## src/rtl/assert_macros.svh

```systemverilog
// Assertion macros used by itoa_back.
`ifndef ASSERT_MACROS_SVH
`define ASSERT_MACROS_SVH

// Implication checked at every clock edge outside reset.
`define ASSERT_IMPL(label, clk, rst, pre, post, msg) \
  label: assert property (@(posedge clk) disable iff (rst) (pre) |-> (post)) \
    else $error(msg);

// Implication checked in the cycle after the antecedent.
`define ASSERT_NEXT(label, clk, rst, pre, post, msg) \
  label: assert property (@(posedge clk) disable iff (rst) (pre) |=> (post)) \
    else $error(msg);

`endif

```

## src/rtl/itoa_pkg.sv

```systemverilog
package itoa_pkg;

  // Radix codes of an item.
  localparam logic [1:0] RADIX_SDEC = 2'd0;
  localparam logic [1:0] RADIX_UDEC = 2'd1;
  localparam logic [1:0] RADIX_OCT  = 2'd2;
  localparam logic [1:0] RADIX_HEX  = 2'd3;

  localparam int TEXT_MAX    = 22;
  localparam int STORE_DEPTH = 23;

  localparam logic [7:0] CHAR_ZERO  = 8'h30;
  localparam logic [7:0] CHAR_MINUS = 8'h2d;
  localparam logic [7:0] CHAR_SPACE = 8'h20;
  localparam logic [7:0] CHAR_A     = 8'h61;

  // Classified work handed from the front to the back.
  typedef struct packed {
    logic [63:0] mag;
    logic [1:0]  radix_mode;
    logic        neg;
    logic [5:0]  width;
    logic        zero_pad;
    logic        left_justify;
  } job_t;

  // Digit value to ASCII.
  function automatic logic [7:0] digit_char(input logic [3:0] d);
    if (d < 4'd10) return CHAR_ZERO + {4'd0, d};
    return CHAR_A + {4'd0, d} - 8'd10;
  endfunction

endpackage

```

## src/rtl/itoa_front.sv

```systemverilog
module itoa_front
  import itoa_pkg::*;
#(
  parameter int MAX_WIDTH  = 63,
  parameter int VALUE_BITS = 64
) (
  input  logic        clk,
  input  logic        rst,
  input  logic        in_valid,
  output logic        in_ready,
  input  logic [63:0] value,
  input  logic [1:0]  radix_mode,
  input  logic        wide_operand,
  input  logic [5:0]  field_width,
  input  logic        zero_pad,
  input  logic        left_justify,
  output logic        job_valid,
  input  logic        job_ready,
  output job_t        job
);

  localparam logic [63:0] WideMask = {64{1'b1}} >> (64 - VALUE_BITS);
  localparam logic [5:0]  MaxW     = 6'(MAX_WIDTH);

  logic [63:0] x;
  logic        sign;
  job_t        job_next;

  // Mask the operand, take the sign and the magnitude, cap the width.
  always_comb begin
    x    = wide_operand ? (value & WideMask) : {32'd0, value[31:0]};
    sign = wide_operand ? value[VALUE_BITS-1] : value[31];
    job_next.radix_mode   = radix_mode;
    job_next.neg          = (radix_mode == RADIX_SDEC) && sign;
    job_next.mag          = job_next.neg ?
                            ((~x + 64'd1) & (wide_operand ? WideMask : 64'hffff_ffff)) : x;
    job_next.width        = (field_width > MaxW) ? MaxW : field_width;
    job_next.zero_pad     = zero_pad;
    job_next.left_justify = left_justify;
  end

  // One-entry queue register between the front and the back.
  assign in_ready = !job_valid || job_ready;

  always_ff @(posedge clk) begin
    if (rst) begin
      job_valid <= 1'b0;
    end else if (in_ready) begin
      job_valid <= in_valid;
    end
  end

  always_ff @(posedge clk) begin
    if (in_ready && in_valid) begin
      job <= job_next;
    end
  end

endmodule

```

## config.mk

```make
export PLATFORM = sky130hd
export DESIGN_NAME = itoa_front
export DESIGN_NICKNAME = d
export VERILOG_FILES = /design/src/rtl/assert_macros.svh /design/src/rtl/itoa_pkg.sv /design/src/rtl/itoa_front.sv
export SDC_FILE = /design/constraint.sdc
export NUM_CORES = 1
export LEC_CHECK = 0
export ABC_CLOCK_PERIOD_IN_PS = 3100
export BUFFER_PORTS_ARGS = -buffer_cell sky130_fd_sc_hd__buf_2
export CORE_ASPECT_RATIO = 0.8
export CORE_MARGIN = 10
export CORE_UTILIZATION = 51
export DETAILED_ROUTE_END_ITERATION = 6
export MAX_ROUTING_LAYER = met4
export PLACE_DENSITY = 0.84
export SLEW_MARGIN = 20
export SYNTH_ARGS = -nofsm -noshare
export SYNTH_HDL_FRONTEND = slang
export SYNTH_SLANG_ARGS = --single-unit
```

## constraint.sdc

```tcl
create_clock -name clk -period 3.1 [get_ports clk]
set_clock_uncertainty 0.15 [all_clocks]
set_input_delay 0.31 -clock clk [delete_from_list [all_inputs] [get_ports clk]]
set_output_delay 0.31 -clock clk [all_outputs]
set_load 0.02 [all_outputs]
```

==> implementation parameters <==
Parameter                              Value

Outcome
  Outcome ... completed

Synth
  Area share of and/or/nand/nor cells after synthesis ... 0.2094
  #FFs+latches synth ... 76
  Share of synthesized registers carrying an async set or reset ... 0
  Synthesized Nets ... 499
  Most used DFF post-synth ... sky130_fd_sc_hd__edfxtp_1
  Compound-cell area share of the yosys netlist ... 0.1491
  Area share of the largest cell type after synthesis ... 0.5027
  Sequential share of the synthesized area ... 0.5071
  Post-synth cell types ... 49
  Xor/xnor share of the synthesized area ... 0.05864
  Yosys synthesis warning count ... 0
  Proportion of synthesized area in mux cells ... 0.04245
  Post-synthesis share of cell area spent on full adders, half adders and majority gates ... 0.002793
  Synthesized area per cell ... 10.69 um^2
  Largest family of logic cells by synthesized area ... simple AND/OR/NAND/NOR gates
  Synthesized instance count ... 419
  Post-synth EDFFs ... 75
  Netlist area before placement ... 4481 um^2
  Dominant cell type by area after synthesis ... sky130_fd_sc_hd__edfxtp_1
  Leading cell types by total area after synthesis ... sky130_fd_sc_hd__edfxtp_1 50%, sky130_fd_sc_hd__mux2i_1 4.2%, sky130_fd_sc_hd__nand2b_1 3.4%

Global routing
  Wire length of the first global-routing pass ... 21850 um
  Total track usage ... 0.2107
  Largest net degree at the start of global routing ... 76
  Number of global-route vias before repair ... 4075
  Antenna violations before repair ... 0
  Total grt overflow ... 0

Finish
  Area growth from synthesis to final layout ... 27.20%
  Final nets ... 665
  Layout cells sized above 1 ... 0.3492
  Util after Layout ... 0.6689
  Most used cells in the layout excluding fill and tap cells ... 155 x sky130_fd_sc_hd__buf_2, 75 x sky130_fd_sc_hd__edfxtp_1, 36 x sky130_fd_sc_hd__nand2_1, 26 x sky130_fd_sc_hd__a21oi_1, 25 x sky130_fd_sc_hd__nor2_1
  Most common cell after layout, fill and taps aside ... sky130_fd_sc_hd__buf_2
  Number of antenna repair diodes ... 0
  Fillers ... 698

Timing
  Worst slew margin relative to its limit ... 0.3351
  Ratio of final minimum period to clock period ... 0.7811
  Highest clock rate ... 0.4130 GHz
  Worst Hold Slack ... 30.48 ps
  Number of hold violations in the final report ... 0
  Worst-margin pin slew ... 997.4 ps
  RSZ-0062 raised after global routing ... false
  Final slew viol count ... 0
  Setup_tns ... 0 ps
  Final critical delay including setup and external delays ... 2422 ps
  Final number of setup-violating endpoints ... 0

Min path
  Number of cells on the worst hold path ... 1
  Worst min-delay path endpoint ... job[11]$_DFFE_PP_
  Worst min-delay path startpoint ... value[0]
  Tightest Hold Check Type ... primary input to flop

Route
  Average routed wire per standard cell ... 19.79 um
  Starting DRT DRC Count ... 337
  Count of vias placed by the detailed router ... 4171
  Remaining antenna violation count after routing ... 0
  Residual DRC ... 0
  Number of iterations in the first detailed-routing pass ... 5
  Sum of routed wire length over all layers ... 13890 um
  Via density ... 5.942

Power and ir drop
  Switch share ... 0.3077
  Leakage power ... 2.241 nW
  Areal power density over the cells ... 429.4 nW/um^2
  Int Power ... 0.001694 W
  Clock network power share ... 0.283
  Switching component of the power ... 0.0007529 W
  Largest vdd supply drop ... 236.6 uV
  Part of the total power dissipated in combinational logic ... 0.209
  Reg power frac ... 0.508

Job
  # Max-Cap Violations ... 0

Critical path
  Data arrival, critical path ... 2370 ps
  Sequence of cells on the critical path ... dlygate4sd3_1 -> buf_2 -> or3_2 -> inv_1 -> o41ai_1 -> xnor2_1
  Depth of the worst register-to-register path ... 2
  Startpoint-to-endpoint class of the critical path ... primary input to flop
  Worst setup slack for register-to-register paths ... 1290 ps
  CP max stage delay ... 530 ps
  CP Data Required Time ... 3050 ps
  Highest net fanout along the worst path ... 17
  Startpoint of the most critical setup path ... radix_mode[1]
  Launch point of the worst reg-to-reg path ... job_valid$_SDFFE_PP0N_
  Endpoint class of the critical path ... flop
  Category of the worst setup path launch point ... primary input
  Reg-to-reg critical path endpoint ... job[71]$_DFFE_PP_
  Cell with the largest stage delay on the worst path ... sky130_fd_sc_hd__dlygate4sd3_1

Clock tree
  Clock tree from TritonCTS ... built
  Clock-pin slew on the worst setup and hold paths ... 80 ps
  TritonCTS buffer count ... 9
  Buffers from clock root to sink, at most ... 2
  Clock latency on the worst-skew pair ... 350 ps
  Post-CTS repair timing setup buffer count ... 0
  Total number of clock tree sinks ... 76
  Number of levels the H-tree was split into ... 3
  Root buffer selected by CTS ... sky130_fd_sc_hd__clkbuf_8

Die
  Placement row count ... 30
  Initial cell density of the core ... 0.5258
  Number of primary I/O pins ... 156
  Core area ... 8521 um^2
  Die width ... 124.8 um
  Chip Height ... 103.8 um
  Full die area ... 12960 um^2

Placed design
  Number of input and output port buffers inserted ... 155
  HPWL Detailed ... 10210 um
  Placer's final routability congestion estimate ... 0.8636
power by group through the flow:
stage          clock network, W  registers, W  logic [W]
2_1_floorplan                 0       0.00136   0.000182
3_3_place_gp                  0       0.00126   0.000490
3_5_place_dp                  0       0.00127   0.000499
4_1_cts                0.000705       0.00124   0.000512
5_1_grt                0.000751       0.00125   0.000553
6_report               0.000692       0.00124   0.000512
worst max-delay path: cells and delay by family:
family / cells / cell delay [ps]
XOR/XNOR: 1 / 170
AND/OR/NAND/NOR: 1 / 480
AO/OA/AOI/OAI: 1 / 250
buffers and inverters: 3 / 1150
synthesized netlist by cell type (14+ instances only):
cell                        n
sky130_fd_sc_hd__nor2_1    25
sky130_fd_sc_hd__mux2i_1   19
sky130_fd_sc_hd__nor3_1    14
sky130_fd_sc_hd__nor4_1    16
sky130_fd_sc_hd__edfxtp_1  75
sky130_fd_sc_hd__clkbuf_1  25
sky130_fd_sc_hd__xor2_1    16
sky130_fd_sc_hd__nand2b_1  24
sky130_fd_sc_hd__xnor2_1   14
sky130_fd_sc_hd__nand2_1   36
sky130_fd_sc_hd__a31oi_1   17
sky130_fd_sc_hd__a21oi_1   26
area by class of cell:
cell class / count / area (um^2) / area share
clock inverters: 6 / 40.04 / 0.007025
inverters: 6 / 22.52 / 0.003952
flip-flops and latches: 76 / 2272 / 0.3987
well taps: 112 / 140.1 / 0.02459
clock buffers: 10 / 127.6 / 0.02239
repair buffers: 184 / 1021 / 0.1791
multi-input cells: 308 / 2076 / 0.3642
per-stage QoR:
step / power, W / setup WS, ps / instances / area, um^2
floorplan: 0.001546 / 97.26 / 419 / 4481
global placement: 0.001754 / 476.8 / 675 / 5421
detailed placement: 0.001765 / 433.8 / 675 / 5421
CTS: 0.002460 / 713.2 / 702 / 5699
global route: 0.002554 / 574.9 / 702 / 5699
finish: 0.002447 / 678.4 / 702 / 5699
timing repair:
action                                 4_1_cts  5_1_grt
gates resized for setup                      0        0
endpoints found under the hold margin       11        0
hold buffers                                11        0
setup endpoints to repair                    0        0
state kept, by name, indices dropped and copies added (netlist names):
signal     cells
job           75
job_valid      1
kinds of logic (layout without fill, tap and decap cells):
| kind of cell | Yosys count | in the layout |
|---|---|---|
| muxes | 19 | 19 |
| AOI/OAI and AO/OA | 93 | 93 |
| DFF | 76 | 76 |
| and+or+nand+nor | 165 | 165 |
| buffers and inverters | 35 | 206 |
| xor gates and xnor gates | 30 | 30 |
| adders and majority gates | 1 | 1 |
metal layers:
layer  routed length, um  up-vias  global-route usage  part of all wire
li1                    -     1940                   -                 -
met1                5924     1978              0.2742              0.43
met3                1431       21             0.05655              0.10
met2                6307      232              0.3151              0.45
met4                 231        0             0.06146             0.017
met5                   0        -                   -                 0
how the worst max path moves through the flow:
stage / to
floorplan: job[0]$_DFFE_PP_
global route: job[60]$_DFFE_PP_
finish: job[35]$_DFFE_PP_
CTS: job[33]$_DFFE_PP_
detailed placement: job[67]$_DFFE_PP_
global placement: job[67]$_DFFE_PP_
Note: power is estimated with default switching activity, not from simulation.
